--- src/rtl/core/avirp_pkg.sv ---
// Shared types, constants and field tables of the AVI RIFF header parser.
package avirp_pkg;

  localparam int unsigned QUEUE_DEPTH = 2;

  localparam logic [31:0] TAG_RIFF = 32'h52494646;
  localparam logic [31:0] TAG_JUNK = 32'h4a554e4b;
  localparam logic [31:0] TAG_LIST = 32'h4c495354;
  localparam logic [31:0] TAG_MOVI = 32'h6d6f7669;
  localparam logic [31:0] TAG_AVIH = 32'h61766968;
  localparam logic [31:0] TAG_DMLH = 32'h646d6c68;
  localparam logic [31:0] TAG_IDX1 = 32'h69647831;
  localparam logic [31:0] TAG_STRH = 32'h73747268;
  localparam logic [31:0] TAG_STRF = 32'h73747266;
  localparam logic [31:0] TAG_AUDS = 32'h61756473;
  localparam logic [31:0] TAG_VIDS = 32'h76696473;
  localparam logic [31:0] FORM_AVI = 32'h61766920;
  localparam logic [31:0] FORM_AVIX = 32'h61766978;
  localparam logic [63:0] USEC_PER_SEC = 64'd1000000;

  localparam logic [5:0] CODE_FPS = 6'd14;
  localparam logic [5:0] CODE_KBPS = 6'd15;
  localparam logic [5:0] CODE_NOT_RIFF = 6'd56;
  localparam logic [5:0] CODE_NOT_AVI = 6'd57;

  localparam logic [3:0] K_NONE = 4'd0;
  localparam logic [3:0] K_JUNK = 4'd1;
  localparam logic [3:0] K_LIST = 4'd2;
  localparam logic [3:0] K_AVIH = 4'd3;
  localparam logic [3:0] K_DMLH = 4'd4;
  localparam logic [3:0] K_IDX1 = 4'd5;
  localparam logic [3:0] K_STRH = 4'd6;
  localparam logic [3:0] K_STRF = 4'd7;
  localparam logic [3:0] K_OTHER = 4'd8;
  localparam logic [3:0] F_AVIH = 4'd9;
  localparam logic [3:0] F_VSTRH = 4'd10;
  localparam logic [3:0] F_ASTRH = 4'd11;
  localparam logic [3:0] F_VSTRF = 4'd12;
  localparam logic [3:0] F_ASTRF = 4'd13;

  typedef enum logic [1:0] {
    OP_PLAIN,
    OP_FPS,
    OP_KBPS
  } op_e;

  typedef struct packed {
    logic [7:0] data_byte;
    logic       end_of_file;
  } in_t;

  typedef struct packed {
    logic [5:0]  field_code;
    logic [31:0] field_value;
    logic        last_of_run;
  } out_t;

  typedef struct packed {
    logic [1:0]  cnt;
    logic [5:0]  code0;
    logic [31:0] val0;
    logic [5:0]  code1;
    op_e         op1;
    logic [31:0] val1;
    logic        clear;
  } cmd_t;

  function automatic logic [2:0] field_size(input logic [3:0] kind, input logic [3:0] idx);
    logic [2:0] s;
    s = 3'd4;
    if (kind == F_VSTRF && (idx == 4'd3 || idx == 4'd4)) begin
      s = 3'd2;
    end
    if (kind == F_ASTRF && (idx == 4'd0 || idx == 4'd1 || idx == 4'd4 ||
                            idx == 4'd5 || idx == 4'd6)) begin
      s = 3'd2;
    end
    return s;
  endfunction

  function automatic logic field_be(input logic [3:0] kind, input logic [3:0] idx);
    return ((kind == F_VSTRH || kind == F_ASTRH) && idx == 4'd0) ||
           (kind == F_VSTRF && idx == 4'd5);
  endfunction

  function automatic logic [3:0] field_count(input logic [3:0] kind);
    logic [3:0] c;
    unique case (kind)
      F_AVIH: c = 4'd14;
      F_VSTRH, F_ASTRH, F_VSTRF: c = 4'd11;
      F_ASTRF: c = 4'd7;
      default: c = 4'd0;
    endcase
    return c;
  endfunction

  function automatic logic [5:0] field_base(input logic [3:0] kind);
    logic [5:0] b;
    unique case (kind)
      F_VSTRH: b = 6'd16;
      F_ASTRH: b = 6'd27;
      F_VSTRF: b = 6'd38;
      F_ASTRF: b = 6'd49;
      default: b = 6'd0;
    endcase
    return b;
  endfunction

  function automatic logic [3:0] kind_of(input logic [31:0] tag);
    logic [3:0] k;
    unique case (tag)
      TAG_JUNK: k = K_JUNK;
      TAG_LIST: k = K_LIST;
      TAG_AVIH: k = K_AVIH;
      TAG_DMLH: k = K_DMLH;
      TAG_IDX1: k = K_IDX1;
      TAG_STRH: k = K_STRH;
      TAG_STRF: k = K_STRF;
      default: k = K_OTHER;
    endcase
    return k;
  endfunction

  function automatic logic [31:0] lower_word(input logic [31:0] w);
    logic [31:0] r;
    logic [7:0]  c;
    for (int i = 0; i < 4; i++) begin
      c = w[8*i +: 8];
      if (c >= 8'h41 && c <= 8'h5a) begin
        c = c + 8'h20;
      end
      r[8*i +: 8] = c;
    end
    return r;
  endfunction

endpackage

--- src/rtl/core/avirp_front.sv ---
// Byte parser that walks the RIFF chunks and queues result commands.
module avirp_front (
  input  logic           clk_i,
  input  logic           rst_ni,
  input  logic           in_valid_i,
  output logic           in_ready_o,
  input  avirp_pkg::in_t in_data_i,
  input  logic           full_i,
  output logic           push_o,
  output avirp_pkg::cmd_t cmd_o
);
  import avirp_pkg::*;

  localparam logic [3:0] PH_RIFF = 4'd0;
  localparam logic [3:0] PH_RSIZE = 4'd1;
  localparam logic [3:0] PH_FORM = 4'd2;
  localparam logic [3:0] PH_CID = 4'd3;
  localparam logic [3:0] PH_CSIZE = 4'd4;
  localparam logic [3:0] PH_LTYPE = 4'd5;
  localparam logic [3:0] PH_STYPE = 4'd6;
  localparam logic [3:0] PH_FIELDS = 4'd7;
  localparam logic [3:0] PH_SKIP = 4'd8;
  localparam logic [3:0] PH_HALT = 4'd9;

  localparam logic [1:0] ST_NONE = 2'd0;
  localparam logic [1:0] ST_AUDIO = 2'd1;
  localparam logic [1:0] ST_VIDEO = 2'd2;

  logic [3:0]  phase_q, phase_d;
  logic [1:0]  bpos_q, bpos_d;
  logic [31:0] word_q, word_d;
  logic [3:0]  kind_q, kind_d;
  logic [31:0] clen_q, clen_d;
  logic [31:0] cons_q, cons_d;
  logic [3:0]  fidx_q, fidx_d;
  logic [1:0]  lst_q, lst_d;
  logic [31:0] skip_q, skip_d;

  logic        accept;
  cmd_t        cmd;

  assign in_ready_o = !full_i;
  assign accept = in_valid_i && !full_i;
  assign cmd_o = cmd;
  assign push_o = accept && (cmd.cnt != 2'd0 || cmd.clear);

  always_comb begin
    logic [7:0]  b;
    logic [2:0]  size;
    logic        be;
    logic [31:0] wn;
    logic        done;
    logic        do_skip;
    logic [31:0] scnt;
    logic [31:0] cons_n;
    logic [3:0]  fi;
    logic [31:0] len;
    phase_d = phase_q;
    bpos_d = bpos_q;
    word_d = word_q;
    kind_d = kind_q;
    clen_d = clen_q;
    cons_d = cons_q;
    fidx_d = fidx_q;
    lst_d = lst_q;
    skip_d = skip_q;
    cmd = '0;
    cmd.op1 = OP_PLAIN;
    do_skip = 1'b0;
    scnt = '0;
    cons_n = cons_q;
    fi = fidx_q;
    len = '0;
    b = in_data_i.data_byte;
    size = (phase_q == PH_FIELDS) ? field_size(kind_q, fidx_q) : 3'd4;
    be = (phase_q == PH_FIELDS) ? field_be(kind_q, fidx_q) : (phase_q != PH_CSIZE);
    wn = be ? {word_q[23:0], b} : (word_q | (32'(b) << {bpos_q, 3'b000}));
    done = ({1'b0, bpos_q} + 3'd1) >= size;
    if (phase_q <= PH_FIELDS) begin
      if (done) begin
        word_d = '0;
        bpos_d = '0;
      end else begin
        word_d = wn;
        bpos_d = bpos_q + 2'd1;
      end
    end
    unique case (phase_q)
      PH_HALT: begin
      end
      PH_SKIP: begin
        skip_d = (skip_q != 32'd0) ? skip_q - 32'd1 : 32'd0;
        if (skip_d == 32'd0) begin
          phase_d = PH_CID;
        end
      end
      PH_FIELDS: begin
        if (done) begin
          cons_n = cons_q + 32'(size);
          cons_d = cons_n;
          cmd.cnt = 2'd1;
          cmd.code0 = field_base(kind_q) + 6'(fidx_q);
          cmd.val0 = wn;
          if (kind_q == F_AVIH) begin
            if (fidx_q == 4'd1) begin
              cmd.val0 = {wn[28:0], 3'b000};
            end
            if (fidx_q == 4'd0) begin
              cmd.cnt = 2'd2;
              cmd.code1 = CODE_FPS;
              cmd.op1 = OP_FPS;
              cmd.val1 = wn;
            end else if (fidx_q == 4'd4) begin
              cmd.cnt = 2'd2;
              cmd.code1 = CODE_KBPS;
              cmd.op1 = OP_KBPS;
              cmd.val1 = wn;
            end
          end
          fi = fidx_q + 4'd1;
          if (kind_q == F_ASTRF) begin
            if (fi == 4'd5 && clen_q == 32'd14) begin
              cmd.cnt = 2'd2;
              cmd.code1 = field_base(kind_q) + 6'd5;
              cmd.val1 = 32'd8;
              fi = 4'd6;
            end
            if (fi == 4'd6 && clen_q <= 32'd16) begin
              fi = 4'd7;
            end
          end
          fidx_d = fi;
          if (fi >= field_count(kind_q)) begin
            do_skip = 1'b1;
            scnt = (clen_q > cons_n) ? clen_q - cons_n : 32'd0;
          end
        end
      end
      PH_RIFF: begin
        if (done) begin
          if (wn == TAG_RIFF) begin
            phase_d = PH_RSIZE;
          end else begin
            cmd.cnt = 2'd1;
            cmd.code0 = CODE_NOT_RIFF;
            cmd.val0 = wn;
            phase_d = PH_HALT;
          end
        end
      end
      PH_RSIZE: begin
        if (done) begin
          phase_d = PH_FORM;
        end
      end
      PH_FORM: begin
        if (done) begin
          if (lower_word(wn) == FORM_AVI || lower_word(wn) == FORM_AVIX) begin
            phase_d = PH_CID;
          end else begin
            cmd.cnt = 2'd1;
            cmd.code0 = CODE_NOT_AVI;
            cmd.val0 = wn;
            phase_d = PH_HALT;
          end
        end
      end
      PH_CID: begin
        if (done) begin
          kind_d = kind_of(wn);
          phase_d = PH_CSIZE;
        end
      end
      PH_CSIZE: begin
        if (done) begin
          clen_d = wn;
          cons_d = '0;
          unique case (kind_q)
            K_JUNK: begin
              do_skip = 1'b1;
              scnt = wn;
            end
            K_LIST: phase_d = PH_LTYPE;
            K_AVIH: begin
              kind_d = F_AVIH;
              fidx_d = '0;
              phase_d = PH_FIELDS;
            end
            K_DMLH, K_IDX1: begin
              len = wn + {31'd0, wn[0]};
              do_skip = 1'b1;
              scnt = len;
            end
            K_STRH: phase_d = PH_STYPE;
            K_STRF: begin
              if (lst_q == ST_VIDEO) begin
                kind_d = F_VSTRF;
                fidx_d = '0;
                phase_d = PH_FIELDS;
              end else if (lst_q == ST_AUDIO) begin
                kind_d = F_ASTRF;
                fidx_d = '0;
                phase_d = PH_FIELDS;
              end else begin
                do_skip = 1'b1;
                scnt = wn;
              end
            end
            default: begin
              kind_d = K_NONE;
              phase_d = PH_CID;
            end
          endcase
        end
      end
      PH_LTYPE: begin
        if (done) begin
          cons_d = 32'd4;
          if (wn == TAG_MOVI) begin
            do_skip = 1'b1;
            scnt = (clen_q > 32'd4) ? clen_q - 32'd4 : 32'd0;
          end else begin
            kind_d = K_NONE;
            phase_d = PH_CID;
          end
        end
      end
      PH_STYPE: begin
        if (done) begin
          cons_d = 32'd4;
          if (wn == TAG_AUDS) begin
            lst_d = ST_AUDIO;
            kind_d = F_ASTRH;
            fidx_d = '0;
            phase_d = PH_FIELDS;
          end else if (wn == TAG_VIDS) begin
            lst_d = ST_VIDEO;
            kind_d = F_VSTRH;
            fidx_d = '0;
            phase_d = PH_FIELDS;
          end else begin
            do_skip = 1'b1;
            scnt = (clen_q > 32'd4) ? clen_q - 32'd4 : 32'd0;
          end
        end
      end
      default: phase_d = PH_HALT;
    endcase
    if (do_skip) begin
      kind_d = K_NONE;
      if (scnt != 32'd0) begin
        skip_d = scnt;
        phase_d = PH_SKIP;
      end else begin
        phase_d = PH_CID;
      end
    end
    if (in_data_i.end_of_file) begin
      cmd.clear = 1'b1;
      phase_d = PH_RIFF;
      bpos_d = '0;
      word_d = '0;
      kind_d = K_NONE;
      clen_d = '0;
      cons_d = '0;
      fidx_d = '0;
      lst_d = ST_NONE;
      skip_d = '0;
    end
  end

  always_ff @(posedge clk_i or negedge rst_ni) begin
    if (!rst_ni) begin
      phase_q <= PH_RIFF;
      bpos_q <= '0;
      word_q <= '0;
      kind_q <= K_NONE;
      clen_q <= '0;
      cons_q <= '0;
      fidx_q <= '0;
      lst_q <= ST_NONE;
      skip_q <= '0;
    end else if (accept) begin
      phase_q <= phase_d;
      bpos_q <= bpos_d;
      word_q <= word_d;
      kind_q <= kind_d;
      clen_q <= clen_d;
      cons_q <= cons_d;
      fidx_q <= fidx_d;
      lst_q <= lst_d;
      skip_q <= skip_d;
    end
  end

endmodule

--- src/rtl/core/avirp_queue.sv ---
// Short command queue between the parser and the result stage.
module avirp_queue #(
  parameter int unsigned Depth = avirp_pkg::QUEUE_DEPTH
) (
  input  logic            clk_i,
  input  logic            rst_ni,
  input  logic            push_i,
  input  avirp_pkg::cmd_t cmd_i,
  output logic            full_o,
  input  logic            pop_i,
  output logic            empty_o,
  output avirp_pkg::cmd_t cmd_o
);
  import avirp_pkg::*;

  localparam int unsigned PtrW = (Depth > 1) ? $clog2(Depth) : 1;
  localparam int unsigned CntW = $clog2(Depth + 1);
  localparam logic [PtrW-1:0] LastPtr = PtrW'(Depth - 1);

  cmd_t            mem_q [Depth];
  logic [PtrW-1:0] wr_q, rd_q;
  logic [CntW-1:0] cnt_q;

  assign full_o = (cnt_q == CntW'(Depth));
  assign empty_o = (cnt_q == '0);
  assign cmd_o = mem_q[rd_q];

  always_ff @(posedge clk_i) begin
    if (push_i) begin
      mem_q[wr_q] <= cmd_i;
    end
  end

  always_ff @(posedge clk_i or negedge rst_ni) begin
    if (!rst_ni) begin
      wr_q <= '0;
      rd_q <= '0;
      cnt_q <= '0;
    end else begin
      if (push_i) begin
        wr_q <= (wr_q == LastPtr) ? '0 : wr_q + PtrW'(1);
      end
      if (pop_i) begin
        rd_q <= (rd_q == LastPtr) ? '0 : rd_q + PtrW'(1);
      end
      if (push_i && !pop_i) begin
        cnt_q <= cnt_q + CntW'(1);
      end else if (!push_i && pop_i) begin
        cnt_q <= cnt_q - CntW'(1);
      end
    end
  end

endmodule

--- src/rtl/core/avirp_back.sv ---
// Result stage: serializes queued results and computes the rate fields by division.
module avirp_back (
  input  logic            clk_i,
  input  logic            rst_ni,
  input  logic            cfg_we_i,
  input  logic [31:0]     cfg_wdata_i,
  input  logic            empty_i,
  input  avirp_pkg::cmd_t cmd_i,
  output logic            pop_o,
  output logic            out_valid_o,
  input  logic            out_ready_i,
  output avirp_pkg::out_t out_data_o
);
  import avirp_pkg::*;

  localparam logic [2:0] ST_IDLE = 3'd0;
  localparam logic [2:0] ST_OUT0 = 3'd1;
  localparam logic [2:0] ST_MUL = 3'd2;
  localparam logic [2:0] ST_DIV = 3'd3;
  localparam logic [2:0] ST_OUT1 = 3'd4;

  logic [2:0]  state_q;
  cmd_t        cmd_q;
  logic [31:0] file_size_q;
  logic [31:0] fps_q;
  logic [31:0] kbps_q;
  logic [31:0] val1_q;
  logic [63:0] dq_q;
  logic [32:0] rem_q;
  logic [31:0] div_q;
  logic [5:0]  step_q;
  logic [32:0] rem_sh;
  logic        fit;
  logic [63:0] quo;

  assign pop_o = (state_q == ST_IDLE) && !empty_i;
  assign out_valid_o = (state_q == ST_OUT0) || (state_q == ST_OUT1);
  assign out_data_o.field_code = (state_q == ST_OUT1) ? cmd_q.code1 : cmd_q.code0;
  assign out_data_o.field_value = (state_q == ST_OUT1) ? val1_q : cmd_q.val0;
  assign out_data_o.last_of_run = (state_q == ST_OUT1) || (cmd_q.cnt == 2'd1);

  assign rem_sh = {rem_q[31:0], dq_q[63]};
  assign fit = rem_sh >= {1'b0, div_q};
  assign quo = {dq_q[62:0], fit};

  always_ff @(posedge clk_i or negedge rst_ni) begin
    if (!rst_ni) begin
      file_size_q <= '0;
    end else if (cfg_we_i) begin
      file_size_q <= cfg_wdata_i;
    end
  end

  always_ff @(posedge clk_i) begin
    if (pop_o) begin
      cmd_q <= cmd_i;
    end
  end

  always_ff @(posedge clk_i or negedge rst_ni) begin
    if (!rst_ni) begin
      state_q <= ST_IDLE;
      fps_q <= '0;
      kbps_q <= '0;
      val1_q <= '0;
      dq_q <= '0;
      rem_q <= '0;
      div_q <= '0;
      step_q <= '0;
    end else begin
      unique case (state_q)
        ST_IDLE: begin
          if (pop_o) begin
            if (cmd_i.cnt != 2'd0) begin
              state_q <= ST_OUT0;
            end else if (cmd_i.clear) begin
              fps_q <= '0;
              kbps_q <= '0;
            end
          end
        end
        ST_OUT0: begin
          if (out_ready_i) begin
            if (cmd_q.cnt == 2'd1) begin
              state_q <= ST_IDLE;
              if (cmd_q.clear) begin
                fps_q <= '0;
                kbps_q <= '0;
              end
            end else begin
              div_q <= cmd_q.val1;
              rem_q <= '0;
              step_q <= '0;
              unique case (cmd_q.op1)
                OP_FPS: begin
                  if (cmd_q.val1 == 32'd0) begin
                    fps_q <= '0;
                    val1_q <= '0;
                    state_q <= ST_OUT1;
                  end else begin
                    dq_q <= USEC_PER_SEC;
                    state_q <= ST_DIV;
                  end
                end
                OP_KBPS: begin
                  if (cmd_q.val1 == 32'd0) begin
                    val1_q <= kbps_q;
                    state_q <= ST_OUT1;
                  end else begin
                    state_q <= ST_MUL;
                  end
                end
                default: begin
                  val1_q <= cmd_q.val1;
                  state_q <= ST_OUT1;
                end
              endcase
            end
          end
        end
        ST_MUL: begin
          dq_q <= 64'(fps_q) * 64'(file_size_q);
          state_q <= ST_DIV;
        end
        ST_DIV: begin
          rem_q <= fit ? rem_sh - {1'b0, div_q} : rem_sh;
          dq_q <= quo;
          step_q <= step_q + 6'd1;
          if (step_q == 6'd63) begin
            if (cmd_q.op1 == OP_FPS) begin
              fps_q <= quo[31:0];
              val1_q <= quo[31:0];
            end else begin
              kbps_q <= quo[38:7];
              val1_q <= quo[38:7];
            end
            state_q <= ST_OUT1;
          end
        end
        ST_OUT1: begin
          if (out_ready_i) begin
            state_q <= ST_IDLE;
            if (cmd_q.clear) begin
              fps_q <= '0;
              kbps_q <= '0;
            end
          end
        end
        default: state_q <= ST_IDLE;
      endcase
    end
  end

`ifndef SYNTHESIS
  a_div_nonzero: assert property (@(posedge clk_i) disable iff (!rst_ni)
    state_q == ST_DIV |-> div_q != 32'd0)
    else $error("divider running with a zero divisor");
  a_mul_kbps: assert property (@(posedge clk_i) disable iff (!rst_ni)
    state_q == ST_MUL |-> cmd_q.op1 == OP_KBPS)
    else $error("product formed for a command that is not a rate");
  a_second_beat: assert property (@(posedge clk_i) disable iff (!rst_ni)
    state_q == ST_OUT1 |-> cmd_q.cnt == 2'd2)
    else $error("second beat for a single result command");
  a_pop_idle: assert property (@(posedge clk_i) disable iff (!rst_ni)
    state_q != ST_IDLE |=> !$past(pop_o))
    else $error("queue popped while busy");
`endif

endmodule

--- src/rtl/core/avi_riff_header_parser.sv ---
// Top level of the AVI RIFF header parser: parser, command queue and result stage.
// The parser takes one file byte per cycle while the command queue has room, and each
// byte that yields header fields leaves one command for the result stage, which sends
// one or two beats. A plain command is loaded from the queue and its beats are then sent
// in turn. The frames-per-second field goes through the shared 64-step restoring divider,
// and the kilobit rate first forms a product in the multiply state, then uses the divider;
// while they run, bytes keep entering until the queue is full. file_size must be written
// while the block is idle.
module avi_riff_header_parser #(
  parameter int unsigned QueueDepth = avirp_pkg::QUEUE_DEPTH
) (
  input  logic            clk_i,
  input  logic            rst_ni,
  input  logic            cfg_we_i,
  input  logic [31:0]     cfg_wdata_i,
  input  logic            in_valid_i,
  output logic            in_ready_o,
  input  avirp_pkg::in_t  in_data_i,
  output logic            out_valid_o,
  input  logic            out_ready_i,
  output avirp_pkg::out_t out_data_o
);
  import avirp_pkg::*;

  logic push, full, pop, empty;
  cmd_t cmd_in, cmd_out;

  avirp_front u_front (
    .clk_i, .rst_ni, .in_valid_i, .in_ready_o, .in_data_i,
    .full_i(full), .push_o(push), .cmd_o(cmd_in)
  );

  avirp_queue #(.Depth(QueueDepth)) u_queue (
    .clk_i, .rst_ni, .push_i(push), .cmd_i(cmd_in), .full_o(full),
    .pop_i(pop), .empty_o(empty), .cmd_o(cmd_out)
  );

  avirp_back u_back (
    .clk_i, .rst_ni, .cfg_we_i, .cfg_wdata_i, .empty_i(empty), .cmd_i(cmd_out),
    .pop_o(pop), .out_valid_o, .out_ready_i, .out_data_o
  );

endmodule
--- config.mk ---
export PLATFORM = sky130hd
export DESIGN_NAME = avi_riff_header_parser
export DESIGN_NICKNAME = d
export VERILOG_FILES = /design/src/rtl/core/avirp_pkg.sv /design/src/rtl/core/avirp_front.sv /design/src/rtl/core/avirp_queue.sv /design/src/rtl/core/avirp_back.sv /design/src/rtl/core/avi_riff_header_parser.sv
export SDC_FILE = /design/constraint.sdc
export NUM_CORES = 2
export LEC_CHECK = 0
export ABC_AREA = 1
export BUFFER_PORTS_ARGS = -buffer_cell sky130_fd_sc_hd__buf_2
export CAP_MARGIN = 20
export CORE_ASPECT_RATIO = 1.75
export CORE_MARGIN = 10
export CORE_UTILIZATION = 50
export CTS_BUF_LIST = sky130_fd_sc_hd__clkbuf_2
export CTS_CLUSTER_SIZE = 30
export DETAILED_ROUTE_END_ITERATION = 10
export PLACE_DENSITY = 0.66
export SETUP_SLACK_MARGIN = 0.15
export SKIP_LAST_GASP = 1
export SLEW_MARGIN = 20
export SYNTH_ARGS = -nofsm -noshare
export SYNTH_HDL_FRONTEND = slang
export SYNTH_SLANG_ARGS = --single-unit
export TNS_END_PERCENT = 20
--- constraint.sdc ---
create_clock -name clk_i -period 9.1 [get_ports clk_i]
set_input_delay 1.365 -clock clk_i [delete_from_list [all_inputs] [get_ports clk_i]]
set_output_delay 1.365 -clock clk_i [all_outputs]
set_load 0.05 [all_outputs]
**After elaboration in Yosys (flattened, before gate mapping)**

Memory sizes are Yosys's and may differ from the RTL's.
Cells that the tools add are included.

- Register bits after elaboration: 494
- RAM bits: 162
- Input port bits: 46
- Logic and storage cells: 438
- Memories: 1

Memory list:

| name | depth | bits a word | read ports | clocked after memory_dff | wr ports | line | RTL |
|---|---|---|---|---|---|---|---|
| u_queue.mem_q | 2 | 81 | 1 | 0 | 1 | avirp_queue.sv:20 | `cmd_t mem_q [Depth];` |

- Add/subtract/negate cells: 20
- Multiply operators: 1
- Magnitude comparators: 15
- Equal/unequal tests: 92
- Shift operators: 1
- Multiplexer cells: 206
- Bitwise operators: 2
- Reduce and logical (&&, ||, !) cells: 72

Operators with widths:

| kind | number |
|---|---|
| 32-bit 2-to-1 mux | 57 |
| 32-bit by 31-bit == test with 1-bit output, second input constant | 13 |
| 32-bit case mux with 4 select lines | 3 |
| 64-bit 2-to-1 mux | 4 |
| 32-bit case mux with 2 select lines | 3 |
| 32-bit case mux with 3 select lines | 2 |
| 64-bit case mux with 3 select lines | 1 |
| 4-bit 2-to-1 mux | 47 |
| 40-bit 2-to-1 mux | 4 |
| 40-bit case mux with 3 select lines | 1 |
| 8-bit 2-to-1 mux | 12 |
| 80-bit 2-to-1 mux | 1 |
| 39-bit 2-to-1 mux | 2 |
| 72-bit 2-to-1 mux | 1 |
| 6-bit 2-to-1 mux | 11 |
| 32-bit zero test | 2 |
| 32-bit by 32-bit multiplier with 64-bit output | 1 |
| 32-bit nonzero test | 2 |
| 32-bit subtractor | 2 |
| 4-bit by 3-bit == test with 1-bit output, second input constant | 13 |
| 38-bit 2-to-1 mux | 1 |
| 4-bit by 2-bit inequality test with 1-bit output, second input constant | 9 |
| 4-bit case mux with 3 select lines | 3 |
| 4-bit case mux with 9 select lines | 1 |
| 80 further kinds | 213 |

**Depth between registers and ports, before layout**

- Depth after elaboration: 25
- Gate-level depth with buffers: 47

**By module**

A second synthesis with hierarchy kept.

- Cell total of the unflattened synthesis: 10,104
- Area, all modules: 75,892.8 um^2

By module, submodules not included:

| module | instances | cells each | area an instance (um^2) | sequential area each (um^2) |
|---|---|---|---|---|
| avirp_back | 1 | 7,192 | 53,552.6 | 9,063.7 |
| avirp_front | 1 | 2,635 | 15,889.0 | 3,578.4 |
| avirp_queue | 1 | 277 | 6,451.2 | 4,964.8 |

**Worst setup path after synthesis**

No wires, ideal clock.

- Kind: flip-flop to flip-flop
- Start: reg u_front.fidx_q[0]
- End: mem u_queue.mem_q[1][0] (netlist name), enable pin
- Setup time: 0.518 ns
- Arrival: 6.657 ns
- Setup slack: 1.925 ns
- Stages on the path, launching flop included: 22
- Cells stage by stage: dfrtp_1 > inv_1 > ha_1 > nand3_1 > nand2_1 > nand2_1 > a21oi_1 > ha_1 > inv_1 > o21ai_0 > a31oi_1 > nor2_1 > clkinv_1 > nor2_1 > inv_1 > nor2_1 > inv_1 > nand2_1 > nor2_1 > nand4_1 > nand2_1 > nor2_1

RTL lines:

| item | line | RTL |
|---|---|---|
| from (decl) | avirp_front.sv:35 | `logic [3:0] fidx_q, fidx_d;` |
| from (signal assigned) | avirp_front.sv:290 | `fidx_q <= fidx_d;` |
| to (decl) | avirp_queue.sv:20 |  |

**Worst setup path in the final report**

- Start: reg u_back.file_size_q[10]
- End: reg u_back.dq_q[57]

- Word-level cells in the longest chain between the ends: 2

RTL lines:

| item | line | RTL |
|---|---|---|
| from (decl) | avirp_back.sv:24 | `logic [31:0] file_size_q;` |
| from (signal assigned) | avirp_back.sv:50 | `file_size_q <= cfg_wdata_i;` |
| 32-bit by 32-bit multiplier with 64-bit output | avirp_back.sv:122 | `dq_q <= 64'(fps_q) * 64'(file_size_q);` |
| 64-bit case mux with 3 select lines | avirp_back.sv:71 | `unique case (state_q)` |
| to (signal assigned) | avirp_back.sv:122 |  |
| to (signal assigned) | avirp_back.sv:127 | `dq_q <= quo;` |
| to (decl) | avirp_back.sv:28 | `logic [63:0] dq_q;` |

No other way between the ends.
A chain may end at the register's enable or synchronous reset.

==> results.json <==
{
  "ir_drop_uv": 283,
  "power.share.clock_pct": 13.1,
  "wl_mm": 245,
  "min_period_over_period_pct": 96.8,
  "setup_viol_count_final": 0,
  "synthXorXnorAreaFrac_pct": 1.49,
  "r2r-start": "u_back.file_size_q[10]$_DFFE_PN0P_",
  "synth.area.mux_share_pct": 0.518,
  "place_congestion": 1.04,
  "tritoncts": "done",
  "place_ws_ns": 0.266,
  "clk_path_buf_depth": 3,
  "worstSetupStartpointType": "flop",
  "synth-compound-area-share_pct": 9.12,
  "drt_iter0_markers": 4534,
  "grt_pass1_vias": 66211,
  "post-route-min-period_ns": 8.81,
  "report.final.slew_viol_count": 0,
  "synth-seq-cells": 649,
  "crit_path_max_fanout": 18,
  "placed_area_sq_um": 73600,
  "timing.fmax_ghz": 0.114,
  "grtUsageTotal_pct": 30.9,
  "synth-edff-count": 237,
  "status": "finished clean",
  "die_area_sq_um": 159000,
  "dieHeight_um": 519,
  "finalSetupTns_ns": 0,
  "core_area_sq_um": 142000,
  "rsz0062_at_grt": "true",
  "critPathKind": "reg2reg",
  "cap_violations": 0,
  "clk_pin_slew_ns": 0.11,
  "r2r_cells": 25,
  "ioPinCount": 87,
  "power_density_nw_per_um2": 224,
  "clk_latency_ns": 1.69,
  "start_util_pct": 50.2,
  "seqPwrFrac_pct": 27.3,
  "cts-htree-levels": 4,
  "slew_headroom_pct": 21.6,
  "pwr-share-comb_pct": 59.6,
  "synth_top_family_by_area": "adder cells",
  "vias": 62065,
  "p_switching_mw": 9.31,
  "switching_share_pct": 54.9,
  "die_w_um": 305,
  "drc": 0,
  "yosysWarningCount": 0,
  "via_per_inst": 5.61,
  "fin_area_sq_um": 75700,
  "crit_path_start": "u_back.file_size_q[10]$_DFFE_PN0P_",
  "fin_ws_ns": 0.293,
  "hp-start": "in_data_i[0]",
  "first_pass_iters": 10,
  "finalClockSkew_ns": 0.238,
  "yosysUniqueCellTypes": 66,
  "worstHoldPathCells": 1,
  "cts-buffers-inserted": 163,
  "fin_nets": 10393,
  "synth_area_sq_um": 71200,
  "hold_violations": 0,
  "worstMarginPinSlew_ns": 1.17,
  "grt-ovfl-total": 0,
  "grt_pass1_wl_mm": 377,
  "synth_flop_cell": "dfrtp_1",
  "grt_max_degree": 153,
  "synthAdderAreaFrac_pct": 31.7,
  "area_growth_pct": 6.26,
  "drive_above_1_share_pct": 7.24,
  "syn_inst": 9085,
  "antenna_left": 0,
  "syn-num-nets": 10395,
  "worstPathRequired_ns": 10.44,
  "grt_antenna_before_repair": 3,
  "internal_power_mw": 7.65,
  "cts.sink_count": 649,
  "yosys.area_share.simple_pct": 20.1,
  "hold_class": "in2reg",
  "async_flop_share_pct": 63.5,
  "leakage_nw": 38.1,
  "dp_hpwl_mm": 195,
  "cts-root-buf": "clkbuf_2",
  "p_total_mw": 17.0,
  "end_kind": "flop",
  "routedWlPerCell_um": 22.1,
  "crit_arrival_ns": 10.15,
  "postSynthAreaPerCell_sq_um": 7.84,
  "ys_seq_area_share_pct": 24.5,
  "port_buffers": 86,
  "placementRows": 183
}
worst max-delay path, stage by stage, from the launching register on:
cell and delay (ns):
dfrtp_1 0.90, buf_4 0.38, nand2_1 0.11, fa_1 0.51
fa_1 0.56, inv_1 0.06, fa_1 0.49, fa_1 0.52
inv_1 0.06, fa_1 0.53, fa_1 0.51, inv_1 0.05
fa_1 0.48, inv_1 0.05, fa_1 0.49, inv_1 0.05
ha_1 0.35, a21oi_1 0.15, inv_1 0.11, a31oi_1 0.24
o221ai_1 0.23, a21boi_0 0.64, o211ai_1 0.43, a21o_1 0.27
o21ai_0 0.14, o221ai_1 0.13
cell usage in the layout, fill, tap and decap left out, drive strengths merged, types with 58 or more instances in the layout:
cell and count:
clkinv 58, o21ai 347, fa 900, nand4 82
clkbuf 233, nor3 78, ha 364, a21oi 310
xor2 90, inv 1919, nand3 249, buf 249
dfrtp 412, o22ai 190, edfxtp 237, nor2 601
a31oi 70, nand2 2437
cells in the mapped netlist, types with 28 or more instances:
master	count	area, sq um
ha_1	364	4550
a21oi_1	310	1550
xor2_1	90	788
inv_1	1893	7110
a22oi_1	28	210
mux2_2	31	349
fa_1	900	18000
nand3_1	247	1240
nor4_1	38	238
nor2_1	581	2180
nand4_1	82	513
o21ai_0	342	1710
xnor2_1	31	272
clkbuf_1	403	1510
edfxtp_1	237	7120
nand3b_1	28	210
nand2_1	2411	9050
nor3_1	77	385
o22ai_1	190	1190
dfrtp_1	412	10300
o211ai_1	40	300
a31oi_1	70	438
timing repair:
item | CTS | global route
endpoints found under the setup margin | 3 | 40
setup buffers | 0 | 3
resized for setup | 1 | 16
gates cloned | 0 | 1
hold endpoints to repair | 103 | 0
hold buffers | 34 | 0
pin swaps | 0 | 3
flip-flops by register name, indices dropped and copies added (netlist names), 32 cells and up:
name and flops:
u_queue.mem_q 158, u_back.cmd_q 79, u_back.dq_q 64, u_back.div_q 32, u_back.file_size_q 32, u_back.fps_q 32
u_back.kbps_q 32, u_back.rem_q 32, u_back.val1_q 32, u_front.clen_q 32, u_front.skip_q 32, u_front.word_q 32
area by class of cell:
class / count / area (sq um)
inverter: 1920 / 7210
tap: 1850 / 2310
timing repair buffer: 283 / 2110
multi-input combinational: 6066 / 45000
clock buffer: 233 / 1170
antenna: 10 / 25.0
clock inverter: 62 / 447
fill: 13684 / 66300
sequential: 649 / 17400
metal layers:
| layer | routed length, um | track usage, % |
|---|---|---|
| met1 | 80400 | 30.8 |
| met2 | 128000 | 57.2 |
| met3 | 13500 | 4.38 |
| met4 | 22700 | 24.0 |
| met5 | 0 | 0 |
worst paths after layout:
kind	end	slack, ns
max	u_back.dq_q[57]$_DFFE_PN0P_	0.29
min	u_queue.mem_q[1][0]$_DFFE_PP_	0.23
min in group asynchronous	u_back.rem_q[26]$_DFFE_PN0P_	0.33
min reg2reg	u_back.cmd_q[71]$_DFFE_PP_	0.44
max reg2reg	u_back.dq_q[57]$_DFFE_PN0P_	0.29
max in group asynchronous	u_back.file_size_q[0]$_DFFE_PN0P_	6.58
logic make-up after synthesis:
family	after synthesis
simple gates	3533
buf+inv	2371
fa+ha+maj	1264
compound gates	1113
flops	649
xor+xnor	121
mux	33
other cells	1
power groups by stage:
stage          clock, mW  sequential [mW]  combinational [mW]
3_5_place_dp           0             4.65                9.88
3_3_place_gp           0             4.63                9.85
6_report            2.23             4.62                10.1
2_1_floorplan          0             4.35                6.74
4_1_cts             2.29             4.60                10.0
5_1_grt             2.41             4.70                11.1
metrics by stage:
step,hold slack [ns],std cells,util [%]
after floorplan,0.452,9085,-
after global placement,0.467,10729,51.8
after detailed placement,0.475,10730,51.8
after CTS,0.0405,11059,53.2
after global routing,0.0909,11069,53.3
final,0.230,11073,53.3
No activity file was read; power rests on OpenSTA's default activity.
